$ cat config.mk
export PLATFORM = sky130hd
export DESIGN_NAME = light_level_to_brightness_top
export DESIGN_NICKNAME = d
export VERILOG_FILES = /design/src/llb_pkg.sv /design/src/llb_curve.sv /design/src/light_level_to_brightness_top.sv
export SDC_FILE = /design/constraint.sdc
export NUM_CORES = 1
export LEC_CHECK = 0
export BUFFER_PORTS_ARGS = -buffer_cell sky130_fd_sc_hd__clkbuf_2
export CORE_MARGIN = 1.5
export CORE_UTILIZATION = 43
export CTS_CLUSTER_DIAMETER = 60
export DETAILED_ROUTE_END_ITERATION = 8
export GPL_TIMING_DRIVEN = 0
export PLACE_DENSITY = 0.59
export SLEW_MARGIN = 20
export SYNTH_ARGS = -nofsm -noshare
export SYNTH_HDL_FRONTEND = slang
export SYNTH_SLANG_ARGS = --single-unit
$ cat constraint.sdc
create_clock -name clock -period 6.21 [get_ports clock]
set_input_delay 0.3105 -clock clock [delete_from_list [all_inputs] [get_ports clock]]
set_output_delay 0.3105 -clock clock [all_outputs]
set_load 0.02 [all_outputs]
$ cat src/llb_pkg.sv
package llb_pkg;

   // default sizes
   localparam int SAMPLE_BITS_DEF   = 10;
   localparam int FRACTION_BITS_DEF = 16;
   localparam int SEGMENTS_DEF      = 5;

   // fixed field widths
   localparam int COEFF_BITS      = 16;
   localparam int POINT_BITS      = 10;
   localparam int POINT_COUNT     = 4;
   localparam int LEVEL_BITS      = 8;
   localparam int LEVEL_COUNT     = 6;
   localparam int OVERRIDE_BITS   = 9;
   localparam int BREAKPOINT_BITS = POINT_BITS * POINT_COUNT;
   localparam int LEVELS_BITS     = LEVEL_BITS * LEVEL_COUNT;
   localparam int CSR_INDEX_BITS  = 2;
   localparam int CSR_DATA_BITS   = LEVELS_BITS;

   localparam logic [OVERRIDE_BITS-1:0] OVERRIDE_LIMIT = 9'd256;

   // register reset values
   localparam logic [COEFF_BITS-1:0]      COEFF_RESET       = 16'd655;
   localparam logic [BREAKPOINT_BITS-1:0] BREAKPOINTS_RESET = 40'd967207199020;
   localparam logic [LEVELS_BITS-1:0]     LEVELS_RESET      = 48'd16557640016032;
   localparam logic [OVERRIDE_BITS-1:0]   OVERRIDE_RESET    = 9'd256;

   typedef enum logic [CSR_INDEX_BITS-1:0] {
      CSR_COEFF       = 2'd0,
      CSR_BREAKPOINTS = 2'd1,
      CSR_LEVELS      = 2'd2,
      CSR_OVERRIDE    = 2'd3
   } csr_index_type;

   typedef struct packed {
      logic [BREAKPOINT_BITS-1:0] breakpoints;
      logic [LEVELS_BITS-1:0]     levels;
   } curve_cfg_type;

   typedef struct packed {
      logic busy;
      logic done;
   } curve_status_type;

endpackage

$ cat src/llb_curve.sv
module llb_curve #(
   parameter int SAMPLE_BITS = llb_pkg::SAMPLE_BITS_DEF,
   parameter int SEGMENTS    = llb_pkg::SEGMENTS_DEF
) (
   input  logic                                clock,
   input  logic                                reset,
   input  logic                                start,
   input  logic [SAMPLE_BITS-1:0]              level,
   input  llb_pkg::curve_cfg_type              cfg,
   output llb_pkg::curve_status_type           status,
   output logic [llb_pkg::LEVEL_BITS-1:0]      value
);
   import llb_pkg::*;

   localparam int XW     = (SAMPLE_BITS > POINT_BITS) ? SAMPLE_BITS : POINT_BITS;
   localparam int NW     = XW + LEVEL_BITS;
   localparam int STEP_W = $clog2(LEVEL_BITS);
   localparam logic [XW-1:0]     FULL_SCALE = XW'((1 << SAMPLE_BITS) - 1);
   localparam logic [STEP_W-1:0] STEP_LAST  = STEP_W'(LEVEL_BITS - 1);

   typedef enum logic [5:0] {
      C_IDLE   = 6'b000001,
      C_MUL    = 6'b000010,
      C_BIAS   = 6'b000100,
      C_DIV    = 6'b001000,
      C_FINISH = 6'b010000,
      C_DONE   = 6'b100000
   } c_state_type;

   c_state_type state_ff, state_in;
   logic [STEP_W-1:0]     cnt_ff, cnt_in;
   logic [XW-1:0]         dl_ff, dl_in;
   logic [XW-1:0]         dx_ff, dx_in;
   logic [LEVEL_BITS-1:0] y1_ff, y1_in;
   logic [LEVEL_BITS-1:0] dy_ff, dy_in;
   logic                  desc_ff, desc_in;
   logic [NW-1:0]         prod_ff, prod_in;
   logic [XW-1:0]         rem_ff, rem_in;
   logic [LEVEL_BITS-1:0] quo_ff, quo_in;
   logic [LEVEL_BITS-1:0] value_ff, value_in;

   logic [XW-1:0]         px [0:SEGMENTS];
   logic [LEVEL_BITS-1:0] py [0:SEGMENTS];
   logic [XW-1:0]         level_x;
   logic [XW-1:0]         sel_x1, sel_x2;
   logic [LEVEL_BITS-1:0] sel_y1, sel_y2, fixed_y;
   logic                  hit, full, fixed;
   logic [NW-1:0]         bias_n;
   logic [XW:0]           trial, trial_sub;
   logic                  trial_ge;

   assign level_x = XW'(level);

   // curve points: zero, inner breakpoints, full scale
   always_comb begin
      px[0]        = '0;
      px[SEGMENTS] = FULL_SCALE;
      for (int k = 1; k < SEGMENTS; k++) begin
         px[k] = XW'(cfg.breakpoints[(k-1)*POINT_BITS +: POINT_BITS]);
      end
      for (int k = 0; k <= SEGMENTS; k++) begin
         py[k] = cfg.levels[k*LEVEL_BITS +: LEVEL_BITS];
      end
   end

   // lowest matching segment wins, empty segments never match
   always_comb begin
      hit    = 1'b0;
      sel_x1 = '0;
      sel_x2 = '0;
      sel_y1 = '0;
      sel_y2 = '0;
      for (int k = SEGMENTS - 1; k >= 0; k--) begin
         if (level_x >= px[k] && level_x < px[k+1]) begin
            hit    = 1'b1;
            sel_x1 = px[k];
            sel_x2 = px[k+1];
            sel_y1 = py[k];
            sel_y2 = py[k+1];
         end
      end
   end

   assign full    = level_x >= FULL_SCALE;
   assign fixed   = full || !hit;
   assign fixed_y = full ? py[SEGMENTS] : '0;

   assign bias_n    = prod_ff + (desc_ff ? NW'(dx_ff - XW'(1)) : '0);
   assign trial     = {rem_ff, quo_ff[LEVEL_BITS-1]};
   assign trial_sub = trial - {1'b0, dx_ff};
   assign trial_ge  = trial >= {1'b0, dx_ff};

   always_comb begin
      state_in = state_ff;
      cnt_in   = cnt_ff;
      dl_in    = dl_ff;
      dx_in    = dx_ff;
      y1_in    = y1_ff;
      dy_in    = dy_ff;
      desc_in  = desc_ff;
      prod_in  = prod_ff;
      rem_in   = rem_ff;
      quo_in   = quo_ff;
      value_in = value_ff;
      unique case (state_ff)
         C_IDLE: begin
            if (start) begin
               dl_in    = level_x - sel_x1;
               dx_in    = sel_x2 - sel_x1;
               y1_in    = fixed ? fixed_y : sel_y1;
               desc_in  = !fixed && (sel_y2 < sel_y1);
               dy_in    = (sel_y2 < sel_y1) ? sel_y1 - sel_y2 : sel_y2 - sel_y1;
               prod_in  = '0;
               quo_in   = '0;
               cnt_in   = '0;
               state_in = fixed ? C_FINISH : C_MUL;
            end
         end
         C_MUL: begin
            // one bit of the level step a cycle, top bit first
            prod_in = {prod_ff[NW-2:0], 1'b0} + (dy_ff[LEVEL_BITS-1] ? NW'(dl_ff) : '0);
            dy_in   = dy_ff << 1;
            cnt_in  = cnt_ff + STEP_W'(1);
            if (cnt_ff == STEP_LAST) begin
               state_in = C_BIAS;
            end
         end
         C_BIAS: begin
            // descending segments round the step up
            rem_in   = bias_n[NW-1:LEVEL_BITS];
            quo_in   = bias_n[LEVEL_BITS-1:0];
            cnt_in   = '0;
            state_in = C_DIV;
         end
         C_DIV: begin
            // restoring divide, one quotient bit a cycle
            rem_in = trial_ge ? trial_sub[XW-1:0] : trial[XW-1:0];
            quo_in = {quo_ff[LEVEL_BITS-2:0], trial_ge};
            cnt_in = cnt_ff + STEP_W'(1);
            if (cnt_ff == STEP_LAST) begin
               state_in = C_FINISH;
            end
         end
         C_FINISH: begin
            value_in = desc_ff ? y1_ff - quo_ff : y1_ff + quo_ff;
            state_in = C_DONE;
         end
         C_DONE: begin
            state_in = C_IDLE;
         end
         default: begin
            state_in = C_IDLE;
         end
      endcase
   end

   always_ff @(posedge clock) begin
      if (reset) begin
         state_ff <= C_IDLE;
         cnt_ff   <= '0;
      end else begin
         state_ff <= state_in;
         cnt_ff   <= cnt_in;
      end
   end

   always_ff @(posedge clock) begin
      dl_ff    <= dl_in;
      dx_ff    <= dx_in;
      y1_ff    <= y1_in;
      dy_ff    <= dy_in;
      desc_ff  <= desc_in;
      prod_ff  <= prod_in;
      rem_ff   <= rem_in;
      quo_ff   <= quo_in;
      value_ff <= value_in;
   end

   assign status.busy = state_ff != C_IDLE;
   assign status.done = state_ff == C_DONE;
   assign value       = value_ff;

endmodule

$ cat src/light_level_to_brightness_top.sv
// the average multiply and add run first, then the curve; the first sample after
// reset loads the average as is, and the curve skips its multiply and divide when the
// level is full scale or hits no segment; no new sample is taken until the result is
// loaded, with the bit-serial 16-step average multiply and 8-step curve multiply and divide
// reset: synchronous, active high; clears the average and the primed flag and
// loads the register defaults (coefficient 655, curve points, no override)
module light_level_to_brightness_top #(
   parameter int SAMPLE_BITS   = llb_pkg::SAMPLE_BITS_DEF,
   parameter int FRACTION_BITS = llb_pkg::FRACTION_BITS_DEF,
   parameter int SEGMENTS      = llb_pkg::SEGMENTS_DEF,
   localparam int REQ_W = ((SAMPLE_BITS + 7) / 8) * 8,
   localparam int RSP_W = ((llb_pkg::LEVEL_BITS + SAMPLE_BITS + 7) / 8) * 8
) (
   input  logic                                clock,
   input  logic                                reset,
   // sample input channel
   input  logic                                req_tvalid,
   output logic                                req_tready,
   input  logic [REQ_W-1:0]                    req_tdata,   // adc_sample, zero pad
   // result channel
   output logic                                rsp_tvalid,
   input  logic                                rsp_tready,
   output logic [RSP_W-1:0]                    rsp_tdata,   // brightness, filtered_level, zero pad
   // register write channel
   input  logic                                csr_valid,
   output logic                                csr_ready,
   input  logic [llb_pkg::CSR_INDEX_BITS-1:0]  csr_index,
   input  logic [llb_pkg::CSR_DATA_BITS-1:0]   csr_data
);
   import llb_pkg::*;

   localparam int AW        = SAMPLE_BITS + FRACTION_BITS;
   localparam int MUL_CNT_W = $clog2(COEFF_BITS);
   localparam logic [MUL_CNT_W-1:0] MUL_LAST = MUL_CNT_W'(COEFF_BITS - 1);

   typedef enum logic [5:0] {
      S_IDLE  = 6'b000001,
      S_MUL   = 6'b000010,
      S_ADD   = 6'b000100,
      S_START = 6'b001000,
      S_CURVE = 6'b010000,
      S_OUT   = 6'b100000
   } state_type;

   state_type state_ff, state_in;

   // configuration registers
   logic [COEFF_BITS-1:0]      coeff_ff, coeff_in;
   logic [BREAKPOINT_BITS-1:0] breakpoints_ff, breakpoints_in;
   logic [LEVELS_BITS-1:0]     levels_ff, levels_in;
   logic [OVERRIDE_BITS-1:0]   override_ff, override_in;

   // moving average state, unsigned fixed point
   logic [AW-1:0]              avg_ff, avg_in;
   logic                       primed_ff, primed_in;

   // bit-serial multiply of coefficient by signed difference
   logic [AW:0]                diff_ff, diff_in;
   logic [AW:0]                acc_ff, acc_in;
   logic                       lsb_ff, lsb_in;
   logic [COEFF_BITS-1:0]      coeff_sr_ff, coeff_sr_in;
   logic [MUL_CNT_W-1:0]       mul_cnt_ff, mul_cnt_in;
   logic [AW+1:0]              mul_sum;

   // result output register
   logic                       rsp_valid_ff, rsp_valid_in;
   logic [LEVEL_BITS-1:0]      rsp_bright_ff, rsp_bright_in;
   logic [SAMPLE_BITS-1:0]     rsp_level_ff, rsp_level_in;

   logic                       req_accept, csr_accept, rsp_free, rsp_load;
   logic [SAMPLE_BITS-1:0]     sample, level;
   logic [AW-1:0]              target;
   logic [LEVEL_BITS-1:0]      bright, curve_value;
   logic                       curve_start;
   curve_cfg_type              curve_cfg;
   curve_status_type           curve_status;

   assign req_tready = state_ff == S_IDLE;
   assign req_accept = req_tvalid && req_tready;
   assign csr_ready  = 1'b1;
   assign csr_accept = csr_valid && csr_ready;

   assign sample  = req_tdata[SAMPLE_BITS-1:0];
   assign target  = {sample, {FRACTION_BITS{1'b0}}};
   assign level   = avg_ff[AW-1 -: SAMPLE_BITS];

   // accumulate, then shift one bit out; the last bit out is the rounding bit
   assign mul_sum = {acc_ff[AW], acc_ff} + (coeff_sr_ff[0] ? {diff_ff[AW], diff_ff} : '0);

   assign rsp_free    = !rsp_valid_ff || rsp_tready;
   assign curve_start = state_ff == S_START;
   assign bright      = (override_ff < OVERRIDE_LIMIT) ? override_ff[LEVEL_BITS-1:0]
                                                       : curve_value;

   assign curve_cfg.breakpoints = breakpoints_ff;
   assign curve_cfg.levels      = levels_ff;

   llb_curve #(
      .SAMPLE_BITS (SAMPLE_BITS),
      .SEGMENTS    (SEGMENTS)
   ) u_curve (
      .clock  (clock),
      .reset  (reset),
      .start  (curve_start),
      .level  (level),
      .cfg    (curve_cfg),
      .status (curve_status),
      .value  (curve_value)
   );

   // register writes, only while no sample is in flight: the user must keep to this, the block does not enforce it
   always_comb begin
      coeff_in       = coeff_ff;
      breakpoints_in = breakpoints_ff;
      levels_in      = levels_ff;
      override_in    = override_ff;
      if (csr_accept) begin
         unique case (csr_index_type'(csr_index))
            CSR_COEFF:       coeff_in       = csr_data[COEFF_BITS-1:0];
            CSR_BREAKPOINTS: breakpoints_in = csr_data[BREAKPOINT_BITS-1:0];
            CSR_LEVELS:      levels_in      = csr_data[LEVELS_BITS-1:0];
            CSR_OVERRIDE:    override_in    = csr_data[OVERRIDE_BITS-1:0];
            default:         coeff_in       = coeff_ff;
         endcase
      end
   end

   // sequencer
   always_comb begin
      state_in    = state_ff;
      avg_in      = avg_ff;
      primed_in   = primed_ff;
      diff_in     = diff_ff;
      acc_in      = acc_ff;
      lsb_in      = lsb_ff;
      coeff_sr_in = coeff_sr_ff;
      mul_cnt_in  = mul_cnt_ff;
      rsp_load    = 1'b0;
      unique case (state_ff)
         S_IDLE: begin
            if (req_accept) begin
               if (primed_ff) begin
                  diff_in     = {1'b0, target} - {1'b0, avg_ff};
                  acc_in      = '0;
                  lsb_in      = 1'b0;
                  coeff_sr_in = coeff_ff;
                  mul_cnt_in  = '0;
                  state_in    = S_MUL;
               end else begin
                  // first sample after reset loads the average as is
                  avg_in    = target;
                  primed_in = 1'b1;
                  state_in  = S_START;
               end
            end
         end
         S_MUL: begin
            acc_in      = mul_sum[AW+1:1];
            lsb_in      = mul_sum[0];
            coeff_sr_in = coeff_sr_ff >> 1;
            mul_cnt_in  = mul_cnt_ff + MUL_CNT_W'(1);
            if (mul_cnt_ff == MUL_LAST) begin
               state_in = S_ADD;
            end
         end
         S_ADD: begin
            // step is floor of product / 2^16 plus half-bit; never goes below zero
            avg_in   = avg_ff + acc_ff[AW-1:0] + AW'(lsb_ff);
            state_in = S_START;
         end
         S_START: begin
            state_in = S_CURVE;
         end
         S_CURVE: begin
            if (curve_status.done) begin
               state_in = S_OUT;
            end
         end
         S_OUT: begin
            if (rsp_free) begin
               rsp_load = 1'b1;
               state_in = S_IDLE;
            end
         end
         default: begin
            state_in = S_IDLE;
         end
      endcase
   end

   assign rsp_bright_in = rsp_load ? bright : rsp_bright_ff;
   assign rsp_level_in  = rsp_load ? level : rsp_level_ff;

   always_comb begin
      rsp_valid_in = rsp_valid_ff;
      if (rsp_load) begin
         rsp_valid_in = 1'b1;
      end else if (rsp_tready) begin
         rsp_valid_in = 1'b0;
      end
   end

   always_ff @(posedge clock) begin
      if (reset) begin
         state_ff       <= S_IDLE;
         coeff_ff       <= COEFF_RESET;
         breakpoints_ff <= BREAKPOINTS_RESET;
         levels_ff      <= LEVELS_RESET;
         override_ff    <= OVERRIDE_RESET;
         avg_ff         <= '0;
         primed_ff      <= 1'b0;
         mul_cnt_ff     <= '0;
         rsp_valid_ff   <= 1'b0;
      end else begin
         state_ff       <= state_in;
         coeff_ff       <= coeff_in;
         breakpoints_ff <= breakpoints_in;
         levels_ff      <= levels_in;
         override_ff    <= override_in;
         avg_ff         <= avg_in;
         primed_ff      <= primed_in;
         mul_cnt_ff     <= mul_cnt_in;
         rsp_valid_ff   <= rsp_valid_in;
      end
   end

   // payload, no reset
   always_ff @(posedge clock) begin
      diff_ff       <= diff_in;
      acc_ff        <= acc_in;
      lsb_ff        <= lsb_in;
      coeff_sr_ff   <= coeff_sr_in;
      rsp_bright_ff <= rsp_bright_in;
      rsp_level_ff  <= rsp_level_in;
   end

   assign rsp_tvalid = rsp_valid_ff;
   assign rsp_tdata  = RSP_W'({rsp_level_ff, rsp_bright_ff});

`ifndef ASSERT_OFF
   // curve unit is quiet whenever a new sample may be taken
   a_curve_idle: assert property (@(posedge clock) disable iff (reset)
      (state_ff == S_IDLE) |-> !curve_status.busy)
      else $error("curve unit busy while waiting for a sample");

   // curve completion only while the sequencer waits for it
   a_done_waited: assert property (@(posedge clock) disable iff (reset)
      curve_status.done |-> (state_ff == S_CURVE))
      else $error("curve finished outside its wait state");

   // a result appears only from the output step
   a_rsp_source: assert property (@(posedge clock) disable iff (reset)
      $rose(rsp_valid_ff) |-> $past(state_ff == S_OUT))
      else $error("result raised outside the output step");

   // any accepted sample leaves the average primed
   a_primed: assert property (@(posedge clock) disable iff (reset)
      req_accept |=> primed_ff)
      else $error("average not primed after a sample");
`endif

endmodule

==> out/metrics.cfg, run 1 <==
[yosys]
synth_cells = 2429
ys_types = 77
synth-main-ff-cell = edfxtp_1
ys_seq_area_share_pct = 39.1
synth_top_area_share_pct = 24.0
ys_warn_count = 0
synth-adder-area-share_pct = 11.9
synth.most_common_cell = nand2_1
synth_common_cells = nand2_1, a21oi_1, nor2_1
synthTopCellsByArea = edfxtp_1, dfxtp_1, ha_1, nand2_1, a21oi_1
synthMuxAreaShare_pct = 1.34
synth_compound_gate_area_share_pct = 18.3
ys_ff_latch = 330
synth_edf_count = 170
async_flop_share_pct = 0
synth_top_cell_by_area = edfxtp_1
netlist_area_um2 = 21200
syn_avg_cell_area_um2 = 8.74
synth_top_family_by_area = simple AND/OR/NAND/NOR gates
synth_xor_area_share_pct = 5.11
synth-simple-area-share_pct = 19.8

[power_and_ir_drop]
peakVddDrop_mv = 0.282
p_leak_nw = 9.87
powerDensity_nw_per_um2 = 310

[status]
status = finished clean

[clocking]
cts_sinks = 330
numCtsBuffers = 41
ctsLongestPathBuffers = 3
clock_tree.root_cell = clkbuf_16
cts_tree = built
clk_pin_slew_ns = 0.06
clock_latency_ns = 0.57
htreeDepth = 2

[final_layout]
multi_input_area_um2 = 12100
layout.nets = 2858
drive_above_1_share_pct = 9.07
n_fill_cell = 4711
syn_to_final_growth_pct = 14.2
stdcell_count = 3287
fin_area_um2 = 24200
seqCellArea_um2 = 8330
n_antenna_cell = 0

[floorplan]
rows = 81
io_pins = 98
die_h_um = 225
start_util_pct = 43.5
dieWidth_um = 225
floorplan.die_area_um2 = 50700
coreArea_um2 = 48800

[worst_setup_path]
path_class = flip-flop to flip-flop
critPathLaunch = avg_ff[21]
timing.rr.start = avg_ff[21]
slowest_stage = a2111o_1
crit_path_max_fanout = 10
startpoint_type = flip-flop
cp-end-kind = flip-flop
crit_family = compound AO/OA/AOI/OAI gates
crit_buf_inv = 4
cp.arrival_ns = 6.15
path_cells = ha_1 -> a21oi_1 -> o21ai_0 -> a2111o_1 -> o21ai_4 -> clkbuf_1 -> nor2_1 -> o311a_1 -> nor2_1 -> inv_1 -> ha_1 -> clkbuf_1 -> a21o_1 -> a21o_1 -> a21oi_1 -> nor2b_1 -> o41ai_4 -> buf_4 -> mux2i_1 -> o22ai_1 -> nor3b_1 -> xor2_1 -> o21ai_0
max_stage_delay_ns = 0.55
cp.required_ns = 6.51

[global_route]
grt_pass1_wl_um = 97100
grt_antenna_before_repair = 0
grt_pass1_vias = 17325
track_usage_pct = 24.9
grt-ovfl-total = 0
grt_max_degree = 46

[drt]
avgRoutedWirePerCell_um = 19.2
vias = 18156
firstDrtPassIters = 5
vias_per_cell = 5.52
routed_wl_um = 63200
drc = 0
first_iter_violations = 1325
drtAntennaViolNets = 0

[timing]
hold_viol_final = 0
worst_pin_slew_ns = 0.965
finClkSkew_ns = 0.0241
final-max-slew-violation-count = 0
fin_crit_ns = 5.85
relSlewSlack_pct = 35.7
setup_viol_count_final = 0
max_freq_mhz = 171
finalCritPeriodShare_pct = 94.3
fin_tns_setup_ns = 0

[min_path]
hold_path.class = input pin to flip-flop
min_from = csr_data[25]

[placement]
hpwlAfterDp_um = 48300
routabilityCongestion = 0.951
io_buffers = 82
dp_cells = 3181
dpl-instance-area_um2 = 22500

[run]
cap_viol_max_count = 0

[report_power, final]
part / switching [mW] / internal [mW]
Combinational: 1.45 / 0.983
Clock: 0.962 / 1.38
Sequential: 0.178 / 2.57
[path summary, 6_finish.rpt]
kind	end	slack, ns	cells past startpoint
max	u_curve.dy_ff[5]	0.36	23
min	breakpoints_ff[25]	0.03	2
max reg2reg	u_curve.dy_ff[5]	0.36	23
min reg2reg	levels_ff[1]	0.45	2
[sequential cells by signal (all words and copies together) (netlist names), 3 cells and up]
name	flops
u_curve.dy_ff	8
u_curve.y1_ff	8
u_curve.cnt_ff	3
u_curve.quo_ff	8
levels_ff	48
override_ff	9
diff_ff	27
avg_ff	26
breakpoints_ff	40
mul_cnt_ff	4
coeff_ff	16
rsp_level_ff	10
acc_ff	27
u_curve.rem_ff	10
u_curve.prod_ff	18
state_ff	6
coeff_sr_ff	16
u_curve.value	8
u_curve.dl_ff	10
u_curve.state_ff	6
rsp_bright_ff	8
u_curve.dx_ff	10
[routing by layer]
layer	wire length (µm)	up-vias	track usage, %	part of all wire (%)
met2	29400	455	41.5	47
met5	0	-	0	0
met1	28500	8627	32.9	45
li1	-	8985	-	-
met3	3620	89	4.47	5.7
met4	1640	0	7.12	2.6
[repair_timing]
item | in CTS | in global routing
hold buffers | 23 | 0
setup buffers | 0 | 8
setup endpoints to repair | 8 | 6
hold endpoints to repair | 29 | 0
pin swaps | 0 | 4
gates resized for setup | 16 | 23
[final cells by class]
cell class                 count  share of cell area, %
sequential                   330                   34.3
tap                          664                   3.43
inverter                     129                   2.01
multi-input combinational   1865                   50.0
timing repair buffer         114                   2.92
clock inverter                20                  0.697
clock buffer                  55                   4.71
buffer                       110                   1.89
[cells by family (layout without fill, tap and decap cells)]
group,Yosys count,after routing
AO/OA/AOI/OAI,608,608
XOR/XNOR,124,124
multiplexers,27,27
buffers and inverters,239,428
flip-flops,330,330
AND/OR/NAND/NOR,903,903
other,2,7
adder cells (fa/ha/maj),196,196
[stage by stage]
| stage | hold slack, ns | setup slack (ns) | total power, mW | util [%] |
|---|---|---|---|---|
| 2_1_floorplan | 0.428 | 0.897 | 4.51 | - |
| 5_1_grt | 0.00606 | -0.00496 | 7.97 | 49.6 |
| 3_5_place_dp | 0.448 | -0.839 | 5.15 | 46.1 |
| 3_3_place_gp | 0.450 | -0.749 | 5.09 | 46.1 |
| 6_report | 0.0270 | 0.356 | 7.53 | 49.6 |
| 4_1_cts | 0.0109 | 0.00902 | 7.54 | 49.4 |
[placed cells by master, fill, tap and decap left out, types with 31 or more instances in the layout]
cell       instances
nand2_1          371
a211oi_1          32
clkbuf_2          87
a21o_1            52
nor2_1           201
o21ai_0           83
nor3_1            64
clkbuf_1          98
inv_1            126
and2_1            48
xnor2_1           70
xor2_1            54
clkbuf_16         43
ha_1             185
nand3_1           31
dfxtp_1          150
edfxtp_1         170
a21oi_1          226
nand3b_1          35
(Power assumes the default switching activity.)
==> inputs of run 2 (changes only) <==
Settings changed: CORE_MARGIN 1.5 to 3.
==> run 2 against run 1 <==
Clock skew rose by 0.0053 ns. Critical path depth rose by 3. First-iteration DRC count rose by 18%. Combinational power barely moved. Sequential power barely moved. Critical path type unchanged. Power rose by 1.3%. Final cell count barely moved. Largest power group unchanged. Count of clock-buffer cells in the layout rose by 6.
==> out/metrics.cfg, run 2 (synthesis gave the netlist of run 1 again) <==
[timing]
max_freq_mhz = 169  ; -1.3%
relSlewSlack_pct = 25.2  ; -11 points
finalCritPeriodShare_pct = 95.5  ; +1.3 points
setup_viol_count_final = 0  ; unchanged
final.setup.worst_slack_ns = 0.279  ; -0.0776 ns
finClkSkew_ns = 0.0295  ; +0.00534 ns
fin_crit_ns = 5.93  ; +0.0776 ns
hold_ws_ns = 0.0275  ; +0.000519 ns
hold_viol_final = 0  ; unchanged
final-max-slew-violation-count = 0  ; unchanged
worst_pin_slew_ns = 1.12  ; +0.154 ns

[worst_setup_path]
path_class = flip-flop to flip-flop
cp-end-kind = flip-flop
startpoint_type = flip-flop
cp.arrival_ns = 6.23  ; +0.08 ns
crit_family = compound AO/OA/AOI/OAI gates
slowest_stage = dfxtp_2
cp.required_ns = 6.51  ; about the same
crit_buf_inv = 3  ; -1
crit_path_max_fanout = 10  ; unchanged
critical_path.most_common_cell = a21oi_1
max_stage_delay_ns = 0.57  ; +0.02 ns

[clocking]
clock_tree.root_cell = clkbuf_16
clock_latency_ns = 0.57  ; about the same
clk_pin_slew_ns = 0.06  ; about the same
cts_tree = built
cts_sinks = 330  ; unchanged
numCtsBuffers = 42  ; +2.4%
ctsLongestPathBuffers = 3  ; unchanged
htreeDepth = 2  ; unchanged

[global_route]
grt_pass1_wl_um = 100000  ; +2.9%
grt_pass1_vias = 17800  ; +2.7%
track_usage_pct = 24.2  ; -0.65 points
grt_antenna_before_repair = 1  ; +1
grt-ovfl-total = 0  ; unchanged
grt_max_degree = 46  ; unchanged

[drt]
drc = 0  ; unchanged
drtAntennaViolNets = 0  ; unchanged
avgRoutedWirePerCell_um = 19.6  ; +2.2%
vias_per_cell = 5.60  ; +1.4%
vias = 18402  ; +1.4%
firstDrtPassIters = 6  ; +1
routed_wl_um = 64500  ; +2.1%
first_iter_violations = 1560  ; +18%

[min_path]
hold_path.class = input pin to flip-flop

[power_and_ir_drop]
p_leak_nw = 9.92  ; +0.55%
powerDensity_nw_per_um2 = 313  ; +0.84%
peakVddDrop_mv = 0.205  ; -27%

[floorplan]
rows = 80  ; -1.2%
dieWidth_um = 228  ; +1.3%
floorplan.die_area_um2 = 52100  ; +2.7%
start_util_pct = 44.0  ; +0.54 points
io_pins = 98  ; unchanged
die_h_um = 228  ; +1.3%
coreArea_um2 = 48200  ; -1.2%

[final_layout]
stdcell_count = 3284  ; -0.091%
drive_above_1_share_pct = 9.29  ; +0.22 points
largest_reg_flops = 48  ; unchanged
max_flop_register = levels_ff
top_regs = levels_ff: 48 flops, breakpoints_ff: 40 flops
layout_common_cells = nand2_1, a21oi_1, nor2_1
syn_to_final_growth_pct = 14.6
layout.nets = 2860  ; +0.070%
layout_commonest_cell = nand2_1

[placement]
hpwlAfterDp_um = 49500  ; +2.4%
routabilityCongestion = 0.938  ; -1.3%
io_buffers = 82  ; unchanged
dp_cells = 3174  ; -0.22%
dpl_worst_slack_ns = -0.809  ; +0.0306 ns

[run]
cap_viol_max_count = 0  ; unchanged

[status]
status = finished clean

==> run 2: cell types whose count changed in the layout (fill, tap and decap cells not counted), sizes merged <==
cell,before,now
inv,130,132
clkbuf,230,237
bufinv,2,0
clkinvlp,4,2
clkinv,13,11
diode,0,2
==> run 2: metrics by stage <==
stage,setup TNS [ns],cell area [µm²],utilization [%],power (mW)
after floorplan,0,21300,-,4.51
after global placement,-4.38,22500,46.6,5.11
after detailed placement,-4.47,22600,46.8,5.17
after CTS,0,24200,50.2,7.64
after global routing,-0.0576,24300,50.5,8.06
final,0,24400,50.5,7.62
==> run 2: repair_timing <==
item / in CTS / in global routing
cloned: 0 / 0
endpoints found under the hold margin: 32 / 0
setup endpoints to repair: 8 / 7
hold buffers: 23 / 0
pin swaps: 0 / 3
buffers inserted: 2 / 6
gates resized for setup: 18 / 22
==> run 2: area by class of cell <==
class,count,area [µm²]
Antenna cell,2,5.00
Buffer,110,458
Clock buffer,61,1270
Clock inverter,16,104
Fill cell,4630,23900
Inverter,129,488
Multi-Input combinational cell,1865,12100
Sequential cell,330,8330
Tap cell,656,821
Timing Repair Buffer,115,733
==> run 2: metal layers <==
metal	wire [µm]	track usage, %
met1	28900	32.3
met4	2120	7.91
met5	0	0
met2	29700	39.8
met3	3730	4.43
==> run 2: worst paths after layout <==
check | start | cells past startpoint | to | slack (ns)
setup / recovery | avg_ff[20] | 26 | u_curve.dy_ff[5] | 0.28
hold / removal | csr_data[32] | 2 | breakpoints_ff[32] | 0.03
setup reg to reg | avg_ff[20] | 26 | u_curve.dy_ff[5] | 0.28
hold reg to reg | coeff_ff[15] | 2 | coeff_ff[15] | 0.46
==> run 2: worst reg2reg max path, stage by stage, from the launching register on <==
cell and delay (ns):
dfxtp_2 0.57, ha_1 0.34, and3_1 0.15, o21ai_0 0.25, a31oi_2 0.21, a211oi_2 0.33
nor2_4 0.09, buf_2 0.21, a221oi_1 0.31, nor3_1 0.12, a21oi_1 0.15, nor2_1 0.08
a21oi_1 0.26, ha_1 0.20, inv_1 0.05, fa_1 0.39, a21o_1 0.17, a21o_1 0.19
a21oi_1 0.14, nor2b_1 0.09, o41ai_4 0.36, buf_4 0.20, mux2i_1 0.23, o22ai_1 0.11
nor3b_1 0.24, xor2_1 0.16, o21ai_0 0.08
==> run 2: power by group <==
part           internal (mW)  leakage [nW]  switching (mW)
registers               2.57          2.84           0.176
logic                  0.990          6.40            1.47
clock network           1.43         0.679           0.982
total                   4.99          9.92            2.63
